===== src/rtl/pna_pkg.sv =====
// ----------------------------------------------------------------------------
// pna_pkg
// Shared widths, operation and status codes, and register indexes of the
// port number allocator.
// ----------------------------------------------------------------------------
package pna_pkg;

  localparam int PORT_W    = 16;
  localparam int STATUS_W  = 2;
  localparam int COUNT_W   = 17;
  localparam int OP_W      = 2;
  localparam int CFG_IDX_W = 1;

  typedef enum logic [OP_W-1:0] {
    OP_RESERVE   = 2'd0,
    OP_ALLOC_ONE = 2'd1,
    OP_ALLOC_TWO = 2'd2,
    OP_RELEASE   = 2'd3
  } op_e;

  typedef enum logic [STATUS_W-1:0] {
    ST_DONE      = 2'd0,
    ST_IGNORED   = 2'd1,
    ST_FULL      = 2'd2,
    ST_NOT_FOUND = 2'd3
  } status_e;

  localparam logic [CFG_IDX_W-1:0] CFG_RANGE_LOW  = 1'b0;
  localparam logic [CFG_IDX_W-1:0] CFG_RANGE_HIGH = 1'b1;

endpackage


===== src/rtl/pna_divmod.sv =====
// ----------------------------------------------------------------------------
// pna_divmod
// Splits a port number into bitmap word index and bit offset for a constant
// word size by reciprocal multiplication: quotient registered at the start
// edge, then the remainder computed from it and registered.
// ----------------------------------------------------------------------------
module pna_divmod #(
  parameter int DIVISOR = 32
) (
  input  logic                        clk_i,
  input  logic                        rst_ni,
  input  logic                        start_i,
  input  logic [pna_pkg::PORT_W-1:0]  dividend_i,
  output logic                        done_o,
  output logic [pna_pkg::PORT_W-1:0]  quot_o,
  output logic [$clog2(DIVISOR)-1:0]  rem_o
);
  import pna_pkg::*;

  localparam int RW = $clog2(DIVISOR);
  localparam int SH = PORT_W + RW;
  localparam int MW = 2 * PORT_W + 1;
  // ceil(2^SH / DIVISOR) fits in PORT_W + 1 bits and is exact for every dividend
  localparam logic [PORT_W:0] RECIP = (PORT_W + 1)'(
    ((longint'(1) << SH) + longint'(DIVISOR) - longint'(1)) / longint'(DIVISOR));
  localparam logic [PORT_W-1:0] DIV_P = PORT_W'(DIVISOR);

  logic [PORT_W-1:0] dvd_q;
  logic [PORT_W-1:0] quot_q;
  logic [RW-1:0]     rem_q;
  logic              run_q;
  logic              done_q;

  logic [MW-1:0]     prod;
  logic [PORT_W-1:0] quot_d;
  logic [PORT_W-1:0] back;
  logic [PORT_W-1:0] diff;

  always_comb begin
    prod   = MW'(dividend_i) * MW'(RECIP);
    quot_d = PORT_W'(prod >> SH);
    back   = quot_q * DIV_P;
    diff   = dvd_q - back;
  end

  always_ff @(posedge clk_i or negedge rst_ni) begin
    if (!rst_ni) begin
      run_q  <= 1'b0;
      done_q <= 1'b0;
      dvd_q  <= '0;
      quot_q <= '0;
      rem_q  <= '0;
    end else begin
      run_q  <= start_i;
      done_q <= run_q;
      if (start_i) begin
        dvd_q  <= dividend_i;
        quot_q <= quot_d;
      end
      if (run_q) begin
        rem_q <= diff[RW-1:0];
      end
    end
  end

  assign done_o = done_q;
  assign quot_o = quot_q;
  assign rem_o  = rem_q;

endmodule


===== config.mk =====
export PLATFORM = sky130hd
export DESIGN_NAME = pna_divmod
export DESIGN_NICKNAME = d
export VERILOG_FILES = /design/src/rtl/pna_pkg.sv /design/src/rtl/pna_divmod.sv
export SDC_FILE = /design/constraint.sdc
export NUM_CORES = 1
export LEC_CHECK = 0
export BUFFER_PORTS_ARGS = -buffer_cell sky130_fd_sc_hd__clkbuf_2
export CAP_MARGIN = 20
export CORE_UTILIZATION = 48
export DETAILED_ROUTE_END_ITERATION = 10
export PLACE_DENSITY = 0.77
export SLEW_MARGIN = 15
export SYNTH_ARGS = -nofsm -noshare
export SYNTH_HDL_FRONTEND = slang
export SYNTH_SLANG_ARGS = --single-unit

===== constraint.sdc =====
create_clock -name clk_i -period 2.11 [get_ports clk_i]
set_input_delay 0.422 -clock clk_i [delete_from_list [all_inputs] [get_ports clk_i]]
set_output_delay 0.422 -clock clk_i [all_outputs]
set_load 0.01 [all_outputs]

==> metrics.log, run 1 <==
[metrics] outcome: completed
[metrics] Worst-Skew Late Latency: ~0.3 ns
[metrics] total CTS buffers: 3
[metrics] number of distinct library cells after synthesis: 7
[metrics] Total Negative Setup Slacks: 0 ns
[metrics] die area: between 0.002 and 0.0025 mm^2
[metrics] number of warnings issued by yosys: 0
[metrics] Cell Pwr Density: ~800 mW/mm^2
[metrics] series of cell instances along the critical path: clkbuf_2
[metrics] Longest Clk Path Bufs: 2
[metrics] Yosys top cell by area: dfrtp_1
[metrics] delay-heaviest family, CP: flip-flops
[metrics] pin slew with the least headroom to its limit: 0.543 ns
[metrics] Post-Synth XOR/XNOR Area: 0%
[metrics] share of synthesized area spent on multiplexers: 29.7%
[metrics] drt pass-1 iters: 4
[metrics] Horiz. Die Dim: around 46 um
[metrics] layout cell share with drive strength beyond 1: about 67%
[metrics] P&R area growth vs syn: 19.4%
[metrics] final number of hold-violating endpoints: 0
[metrics] vias per std cell: 4.64
[metrics] Max Fanout on Critical Path: 2
[metrics] pin count of the biggest net entering global routing: 24
[metrics] CTS tree: done
[metrics] drt first-iter violations: 3
[metrics] global route overflow: 0
[metrics] flop-to-flop setup slack: around 1.2 ns
[metrics] syn_area_per_cell: around 18 um^2
[metrics] count of buffer and inverter cells on the critical path: 1
[metrics] startpoint class of the critical path: flip-flop
[metrics] final core utilization: a little over three fifths
[metrics] required time of the critical path: about 1.7 ns
[metrics] final net count: approximately 110
[metrics] slew margin rel.: 63.8%
[metrics] class of the tightest hold or removal check: input pin to async pin
[metrics] count of H-tree levels built during CTS: 1
[metrics] Compound-Gate Fraction of Synth Area: 0%
[metrics] buffers inserted during post-CTS setup optimization: 0
[metrics] library cell used as clock root buffer: clkbuf_4
[metrics] area fraction of the dominant cell type after synthesis: ~62%
[metrics] Crit Path Category: flip-flop to output pin
[metrics] Design Area, Final: between 0.001 and 0.0015 mm^2
[metrics] Sinks on Clock Net: 23
[metrics] Finished Layout Cells: roughly 110
[metrics] total via count in the routed design: 524
[metrics] Synth area leaders: dfrtp_1 (62%), mux2_4 (16%), mux2_2 (13%), buf_4 (4.1%), buf_12 (2.2%)
[metrics] PnR worst setup slack: between 0.8 and 0.9 ns
[metrics] number of global-route vias before repair: around 520
[metrics] simple-gate area share of the yosys netlist: 0%
[metrics] number of failing setup endpoints in the final timing report: 0
[metrics] Post-DRT Antenna Nets: 0
[metrics] initial antenna violation count: 0
[metrics] Post-CTS Resized: 0
[metrics] last weighted congestion value of the routability-driven placer: about 0.6
[metrics] setup clock skew after layout: around 0.0053 ns
[metrics] # rows: 15
[metrics] placed cell count: between 100 and 150
[metrics] DRC errors left: 0
[metrics] share of synthesized area occupied by flip-flops and latches: ~62%
[metrics] Die Ht: 45.8 um
[metrics] Max-Cap Viols: 0
[metrics] maximum clock rate: between 700 and 800 MHz
[metrics] crit end category: output pin
[metrics] adder and majority gate portion of the synthesized area: 0%
[metrics] leakage component of the power: between 0.5 and 0.6 nW
[metrics] peak supply drop: roughly 0.00038 V
[metrics] number of hold buffers added after CTS: 0
[metrics] fin crit share: ~60%
[metrics] Syn Std Cell Area: a little over 900 um^2
[metrics] Post-DP Area: between 0.001 and 0.0015 mm^2
[metrics] Final Slew Violations: 0
[metrics] Ant. Diodes: 0
[metrics] overall routed net length: between 1000 and 1500 um
[metrics] CP Data Arrival Time: around 0.84 ns
[metrics] clock transition time at the flip-flop clock pins of the worst setup and hold paths: 0.12 ns
[metrics] worst-path cell with the longest stage delay: dfrtp_1
[metrics] core box area: 0.00176 mm^2
[metrics] FF+latch count, synth: 23
[metrics] largest family of logic cells by synthesized area: multiplexers
[metrics] unrepaired setup endpoints after global routing: no
[metrics] worst slack after detailed placement: just over 0.7 ns
[metrics] wire length of the first global-routing pass: around 2200 um
[metrics] I/O pins: between 40 and 50
[metrics] wire per inst: between 10 and 15 um
[metrics] maximum cell stage delay along the critical path: 0.41 ns
[metrics] min Tclk post-route: 1.26 ns
[metrics] cell count after synthesis: 52
[metrics] effective utilization at floorplan: a little over half
[metrics] PortBufs: 35
[metrics] total global-route track usage: between 10% and 20%
logic make-up (layout without fill, tap and decap cells):
kind of cell / after synthesis / count (layout)
muxes: 21 / 21
buffers and inverters: 7 / 39
DFF: 23 / 23
other: 1 / 5
cell usage in the layout (no fill, tap or decap):
master and n:
clkbuf_1 1, clkbuf_2 35, clkbuf_4 3, conb_1 5
dfrtp_1 23, mux2_2 11, mux2_4 10
flip-flops by register name, indices dropped and copies added, names as in the netlist:
name,cells
done_o,1
dvd_q,5
quot_o,11
rem_o,5
run_q,1
path summary, 6_finish.rpt:
check                              to  cells after the start     startpoint
setup / recovery            quot_o[0]                      1      quot_o[0]
hold / removal               rem_o[3]                      1         rst_ni
setup reg to reg             rem_o[4]                      1          run_q
hold reg to reg              dvd_q[2]                      1       dvd_q[2]
max in group asynchronous  quot_o[10]                      1         rst_ni
min in group clk_i          quot_o[1]                      2  dividend_i[6]
metal layers:
metal / share of wire, % / track usage [%]
met1: 43 / 17.3
met3: 7.1 / 3.97
met5: 0 / 0
met2: 49 / 27.7
met4: 0.85 / 8.82
cells in the mapped netlist:
cell,n
dfrtp_1,23
mux2_2,11
mux2_4,10
buf_4,5
buf_12,1
buf_6,1
conb_1,1
power by group:
part | switching [mW] | leakage [nW] | internal [mW]
registers | 0.0263 | 0.269 | 0.487
clock network | 0.121 | 0.0150 | 0.0736
logic | 0.0646 | 0.287 | 0.0853
metrics by stage:
| step | hold WS [ns] | power, mW |
|---|---|---|
| 3_3_place_gp | 0.423 | 0.669 |
| 3_5_place_dp | 0.434 | 0.675 |
| 6_report | 0.0788 | 0.858 |
| 2_1_floorplan | 0.126 | 0.616 |
| 4_1_cts | 0.0945 | 0.873 |
| 5_1_grt | 0.117 | 0.904 |
layout make-up:
| class | count | area (um^2) |
|---|---|---|
| clock buffers | 4 | 26.3 |
| fillers | 176 | 663 |
| flip-flops and latches | 23 | 576 |
| well taps | 25 | 31.3 |
| multi-input cells | 26 | 293 |
| repair buffers | 35 | 175 |
Power figures use the tool's default switching activity.
==> run 2: changes to the inputs <==
- ABC_AREA: not set -> 1
- CORE_UTILIZATION: 48 -> 41
- PLACE_DENSITY: 0.77 -> 0.69
- clock period: 2.11 -> 1 ns (I/O delays scaled with it)
==> run 2 against run 1 <==
Against the previous run:
- power increased by 120%
- sequential share of layout area decreased by 7.3 points
- the flow now finishes with violations (negative setup slack)
- clock power increased by 120%
- hold slack got worse by 0.0052 ns
- routed wire length increased by 21%
==> metrics.log, run 2 <==
[metrics] library cell used as clock root buffer: clkbuf_4
[metrics] global route overflow: 0 (unchanged)
[metrics] met2 wire length: 827 um (+19%)
[metrics] Post-DRT Antenna Nets: 0 (unchanged)
[metrics] delay-heaviest family, CP: flip-flops
[metrics] met1 routed wirelength after detailed routing: 758 um (+25%)
[metrics] die area: 0.00254 mm^2 (+21%)
[metrics] number of warnings issued by yosys: 0 (unchanged)
[metrics] Crit Path Category: flip-flop to output pin
[metrics] PortBufs: 35 (unchanged)
[metrics] # rows: 17 (+2)
[metrics] core box area: 0.00221 mm^2 (+25%)
[metrics] I/O pins: 41 (unchanged)
[metrics] effective utilization at floorplan: 43.4% (-8.8 points)
[metrics] FF+latch count, synth: 23 (unchanged)
[metrics] Ant. Diodes: 0 (unchanged)
[metrics] Detailed Place HPWL: 1140 um
[metrics] slew margin rel.: 63.1% (-0.70 points)
[metrics] placed cell count: 157 (+44%)
[metrics] top routing layer in use: met4
[metrics] number of global-route vias before repair: 672 (+29%)
[metrics] most numerous cell in the Yosys netlist: nand2_1
[metrics] Sinks on Clock Net: 23 (unchanged)
[metrics] peak supply drop: 0.000787 V (+110%)
[metrics] pin count of the biggest net entering global routing: 24 (unchanged)
[metrics] initial antenna violation count: 0 (unchanged)
[metrics] number of synthesized flops with an enable pin: 0 (unchanged)
[metrics] fin crit share: 106%
[metrics] Longest Clk Path Bufs: 2 (unchanged)
[metrics] Synth area leaders: dfrtp_1 (60%), nand2_1 (17%), nand2_2 (13%), buf_4 (3.9%), buf_6 (2.3%)
[metrics] clock transition time at the flip-flop clock pins of the worst setup and hold paths: 0.12 ns (about the same)
[metrics] syn_area_per_cell: 9.91 um^2 (-44%)
[metrics] startpoint class of the critical path: flip-flop
[metrics] Final Hold Slack: 0.0736 ns (-0.00517 ns)
[metrics] commonest non-fill, non-tap cell in the layout: nand2_1
[metrics] Yosys top cell by area: dfrtp_1
[metrics] Max Fanout on Critical Path: 2 (unchanged)
[metrics] series of cell instances along the critical path: clkbuf_2
[metrics] leakage component of the power: 0.751 nW (+32%)
[metrics] Cell Pwr Density: 1460 mW/mm^2 (+88%)
[metrics] asr flop ratio synth: 100% (unchanged)
[metrics] final number of hold-violating endpoints: 0 (unchanged)
[metrics] flip-flop count of the largest register after layout: 11 (unchanged)
[metrics] class of the tightest hold or removal check: input pin to flip-flop
[metrics] pin slew with the least headroom to its limit: 0.553 ns (+0.0104 ns)
[metrics] Max-Cap Viols: 0 (unchanged)
[metrics] violated checks: negative setup slack
[metrics] cell count after synthesis: 97 (+87%)
[metrics] P&R area growth vs syn: 33.1%
[metrics] total CTS buffers: 3 (unchanged)
[metrics] area fraction of the dominant cell type after synthesis: 59.9% (-2.5 points)
[metrics] share of synthesized area occupied by flip-flops and latches: 59.9% (-2.5 points)
[metrics] overall routed net length: 1710 um (+21%)
[metrics] setup clock skew after layout: 0.00106 ns (-0.00426 ns)
[metrics] Syn Std Cell Area: 961 um^2 (+4.2%)
[metrics] worst-path cell with the longest stage delay: dfrtp_1
[metrics] PnR worst setup slack: -0.0558 ns (-0.902 ns)
[metrics] min Tclk post-route: ~1.1 ns
[metrics] last weighted congestion value of the routability-driven placer: 0.650 (+7.2%)
[metrics] total global-route track usage: 14.5% (-1.3 points)
[metrics] number of distinct library cells after synthesis: 9 (+2)
[metrics] Worst-Skew Late Latency: 0.31 ns (about the same)
[metrics] count of H-tree levels built during CTS: 1 (unchanged)
[metrics] Die Ht: 50.4 um (+10%)
[metrics] Finished Layout Cells: 179 (+58%)
[metrics] wire per inst: 9.53 um (-24%)
[metrics] total via count in the routed design: 757 (+44%)
[metrics] number of failing setup endpoints in the final timing report: 17 (+17)
[metrics] CP Data Arrival Time: 0.86 ns (+0.02 ns)
[metrics] layout cell share with drive strength beyond 1: 51.7% (-15 points)
[metrics] required time of the critical path: 0.80 ns (-0.89 ns)
[metrics] maximum clock rate: about 950 MHz
[metrics] Horiz. Die Dim: 50.4 um (+10%)
[metrics] unrepaired setup endpoints after global routing: yes
[metrics] wire length of the first global-routing pass: 2740 um (+22%)
[metrics] leading cell types by count after synthesis: nand2_1 (43), dfrtp_1 (23), nand2_2 (20)
[metrics] drt pass-1 iters: 3 (-1)
[metrics] final net count: 171 (+58%)
[metrics] count of buffer and inverter cells on the critical path: 1 (unchanged)
[metrics] outcome: finished, violations left
[metrics] Post-CTS Resized: 0 (unchanged)
[metrics] Final Slew Violations: 0 (unchanged)
[metrics] commonest non-fill, non-tap cells in the layout: nand2_1 (43), clkbuf_2 (35), dfrtp_1 (23)
[metrics] vias per std cell: 4.23 (-8.8%)
[metrics] crit end category: output pin
[metrics] wire length on met3: 74 um (-27%)
[metrics] drt first-iter violations: 11 (+8)
[metrics] Most used DFF post-synth: dfrtp_1
[metrics] DRC errors left: 0 (unchanged)
[metrics] maximum cell stage delay along the critical path: 0.41 ns (about the same)
[metrics] CTS tree: done
-- run 2: logic make-up after synthesis --
kind of cell           count (synthesis)  synth area share [%]
buffers and inverters                 10                  9.90
DFF                                   23                  59.9
other                                  1                 0.390
and+or+nand+nor                       63                  29.8
-- run 2: stage by stage --
step | utilization, % | area (um^2) | power [mW] | setup WS (ns) | TNS [ns]
6_report | 57.8 | 1280 | 1.87 | -0.0558 | -0.683
5_1_grt | 57.8 | 1280 | 1.98 | -0.103 | -1.37
4_1_cts | 54.8 | 1210 | 1.84 | -0.0723 | -0.867
3_5_place_dp | 50.3 | 1110 | 1.37 | 0.121 | 0
3_3_place_gp | 50.3 | 1110 | 1.36 | 0.136 | 0
2_1_floorplan | - | 976 | 1.26 | 0.293 | 0
-- run 2: tightest hold or removal path, stage by stage --
cell and delay [ns]:
clkbuf_2 0.07, nand2_1 0.04, nand2_1 0.05
-- run 2: path summary, 6_finish.rpt --
check / start / to / slack, ns / depth (start not counted)
setup / recovery: quot_o[8] / quot_o[8] / -0.06 / 1
hold / removal: dividend_i[5] / quot_o[0] / 0.07 / 3
setup reg to reg: quot_o[5] / quot_o[5] / 0.15 / 4
hold reg to reg: dvd_q[4] / rem_o[4] / 0.49 / 2
max in group asynchronous: rst_ni / quot_o[9] / 0.25 / 2
min in group asynchronous: rst_ni / rem_o[2] / 0.39 / 2
-- run 2: cell type report --
class / count / area, um^2
tap: 28 / 35.0
clock buffer: 3 / 22.5
fill: 220 / 933
timing repair buffer: 54 / 320
sequential: 23 / 576
multi-input combinational: 68 / 305
inverter: 2 / 15.0
clock inverter: 1 / 5.00
-- run 2: what timing repair did --
item,in CTS,in global routing
endpoints found under the hold margin,23,0
hold buffers,1,0
setup buffers,8,9
setup endpoints to repair,17,17
-- run 2: power by group --
| part | switching (mW) | internal [mW] |
|---|---|---|
| logic | 0.189 | 0.196 |
| clock network | 0.276 | 0.150 |
| registers | 0.0491 | 1.01 |
-- run 2: metal layers --
metal / vias to the layer above / global-route usage [%]
met5: - / 0
met4: 0 / 9.26
met3: 5 / 3.03
met2: 22 / 23.6
met1: 343 / 17.3
li1: 387 / -
==> run 3: changes to the inputs <==
==> constraint.sdc (replaced) <==
create_clock -name clk_i -period 1 [get_ports clk_i]
set_input_delay 0.15 -clock clk_i [delete_from_list [all_inputs] [get_ports clk_i]]
set_output_delay 0.15 -clock clk_i [all_outputs]
set_load 0.01 [all_outputs]
==> run 3 against run 2 <==
Against the previous run:
- the run now ends clean
- cell area down 4.2%
- combinational power down 12%
- global-route usage about the same
- critical path type unchanged
- largest power group unchanged
==> metrics.log, run 3 (synthesis gave the netlist of run 2 again) <==
[metrics] final net count: 164 (-4.1%)
[metrics] Post-DP Area: 0.00112 mm^2 (+0.67%)
[metrics] last weighted congestion value of the routability-driven placer: 0.650 (unchanged)
[metrics] Horiz. Die Dim: 50.4 um (unchanged)
[metrics] total internal power: 1.33 mW (-2.2%)
[metrics] P&R area growth vs syn: 27.5%
[metrics] worst hold path cell count: 3 (unchanged)
[metrics] Reg-to-Reg End: quot_o[6]
[metrics] startpoint class of the critical path: flip-flop
[metrics] maximum cell stage delay along the critical path: 0.41 ns (about the same)
[metrics] PortBufs: 35 (unchanged)
[metrics] setup clock skew after layout: 0.00727 ns (+0.00621 ns)
[metrics] # rows: 17 (unchanged)
[metrics] total via count in the routed design: 721 (-4.8%)
[metrics] Finished Layout Cells: 172 (-3.9%)
[metrics] maximum clock rate: 1010 MHz (+6.5%)
[metrics] global route overflow: 0 (unchanged)
[metrics] leakage component of the power: 0.714 nW (-5.0%)
[metrics] met2 wire length: 820 um (-0.85%)
[metrics] startpoint of the worst hold path: dividend_i[5]
[metrics] Ant. Diodes: 0 (unchanged)
[metrics] count of buffer and inverter cells on the critical path: 1 (unchanged)
[metrics] CP Data Arrival Time: 0.84 ns (-0.02 ns)
[metrics] flop-to-flop setup slack: 0.16 ns (about the same)
[metrics] commonest non-fill, non-tap cells in the layout: nand2_1 (43), clkbuf_2 (35), dfrtp_1 (23)
[metrics] Reg power frac: 59.1% (+2.4 points)
[metrics] delay-heaviest family, CP: flip-flops
[metrics] top routing layer in use: met4
[metrics] DRC errors left: 0 (unchanged)
[metrics] vias per std cell: 4.19 (-0.88%)
[metrics] pin count of the biggest net entering global routing: 24 (unchanged)
[metrics] series of cell instances along the critical path: clkbuf_2
[metrics] flip-flop count of the largest register after layout: 11 (unchanged)
[metrics] net load switching power: 468 uW (-8.9%)
[metrics] CTS tree: done
[metrics] class of the tightest hold or removal check: input pin to flip-flop
[metrics] Max Fanout on Critical Path: 2 (unchanged)
[metrics] worst-path cell with the longest stage delay: dfrtp_1
[metrics] Design Area, Final: 0.00122 mm^2 (-4.2%)
[metrics] overall routed net length: 1630 um (-4.2%)
[metrics] layout cell share with drive strength beyond 1: 48.6% (-3.0 points)
[metrics] wire length on met3: 72 um (-2.7%)
[metrics] count of H-tree levels built during CTS: 1 (unchanged)
[metrics] total CTS buffers: 3 (unchanged)
[metrics] Max-Cap Viols: 0 (unchanged)
[metrics] combinational group share of total power: 18.9% (-1.6 points)
[metrics] outcome: completed
[metrics] Post-DRT Antenna Nets: 0 (unchanged)
[metrics] placed cell count: 158 (+0.64%)
[metrics] Crit Path Category: flip-flop to output pin
[metrics] drt first-iter violations: 10 (-1)
[metrics] wire length of the first global-routing pass: 2690 um (-1.8%)
[metrics] Sinks on Clock Net: 23 (unchanged)
[metrics] required time of the critical path: 0.85 ns (+0.05 ns)
[metrics] unrepaired setup endpoints after global routing: yes
[metrics] number of global-route vias before repair: 633 (-5.8%)
[metrics] Final Slew Violations: 0 (unchanged)
[metrics] crit end category: output pin
[metrics] initial antenna violation count: 0 (unchanged)
[metrics] switching portion of total power: 26.1% (-1.4 points)
[metrics] core box area: 0.00221 mm^2 (unchanged)
[metrics] drt pass-1 iters: 3 (unchanged)
[metrics] I/O pins: 41 (unchanged)
[metrics] Cell Pwr Density: 1470 mW/mm^2 (+0.20%)
[metrics] Longest Clk Path Bufs: 2 (unchanged)
[metrics] Worst-Skew Late Latency: 0.29 ns (-0.02 ns)
[metrics] clock transition time at the flip-flop clock pins of the worst setup and hold paths: 0.11 ns (about the same)
[metrics] Total Negative Setup Slacks: 0 ns (+0.683 ns)
[metrics] die area: 0.00254 mm^2 (unchanged)
[metrics] wire per inst: 9.50 um (-0.26%)
[metrics] library cell used as clock root buffer: clkbuf_4
[metrics] hold path endpoint: quot_o[0]
[metrics] effective utilization at floorplan: 43.4% (unchanged)
[metrics] fin crit share: 99.1% (-6.4 points)
[metrics] met1 routed wirelength after detailed routing: 727 um (-4.1%)
[metrics] Worst R2R Start: quot_o[6]
[metrics] number of failing setup endpoints in the final timing report: 0 (-17)
[metrics] commonest non-fill, non-tap cell in the layout: nand2_1
[metrics] min Tclk post-route: 0.991 ns (-0.0645 ns)
[metrics] proportion of power drawn by the clock network: 22.0% (-0.7 points)
[metrics] Post-CTS Resized: 0 (unchanged)
[metrics] depth of the most critical reg-to-reg path: 4 (unchanged)
[metrics] Die Ht: 50.4 um (unchanged)
[metrics] total global-route track usage: 14.5% (+0.038 points)
[metrics] peak supply drop: 0.000763 V (-3.1%)
[metrics] final number of hold-violating endpoints: 0 (unchanged)
## run 3: cell type report
type,instances,area [um^2]
sequential,23,576
timing repair buffer,47,268
inverter,2,15.0
fill,210,987
clock buffer,4,26.3
multi-input combinational,68,305
tap,28,35.0
## run 3: routing by layer
metal,global-route usage [%],vias up
met4,7.87,0
met3,4.55,2
met5,0,-
met1,18.7,327
met2,21.8,19
li1,-,373
## run 3: stage by stage
stage / setup WS (ns) / power [mW] / util, % / hold slack, ns
after floorplan: 0.293 / 1.26 / - / -0.146
after global placement: 0.187 / 1.37 / 50.7 / 0.141
after detailed placement: 0.164 / 1.37 / 50.7 / 0.139
after CTS: -0.00944 / 1.81 / 54.0 / 0.0394
after global routing: -0.0420 / 1.92 / 55.4 / 0.0263
final: 0.00872 / 1.80 / 55.4 / 0.0509
## run 3: what timing repair did
item | CTS | global route
hold buffers | 1 | 0
setup endpoints to repair | 7 | 16
endpoints found under the hold margin | 23 | 0
setup buffers | 5 | 4
## run 3: how the worst max path moves through the flow
stage	from	endpoint	slack, ns	depth (start not counted)
detailed placement	start_i	dvd_q[1]	0.16	4
CTS	quot_o[7]	quot_o[7]	-0.009	1
global route	quot_o[5]	quot_o[5]	-0.04	1
finish	quot_o[7]	quot_o[7]	0.009	1
floorplan	run_q	rem_o[0]	0.29	3
global placement	start_i	quot_o[3]	0.19	4
## run 3: worst min-delay path: stages
cell      delay (ns)
clkbuf_2        0.07
nand2_1         0.04
nand2_1         0.05
## run 3: power groups by stage
| stage | registers [mW] | logic (mW) | clock network (mW) |
|---|---|---|---|
| after floorplan | 1.11 | 0.151 | 0 |
| after global placement | 1.08 | 0.286 | 0 |
| after detailed placement | 1.08 | 0.290 | 0 |
| after CTS | 1.06 | 0.322 | 0.421 |
| after global routing | 1.07 | 0.382 | 0.462 |
| final | 1.06 | 0.339 | 0.395 |
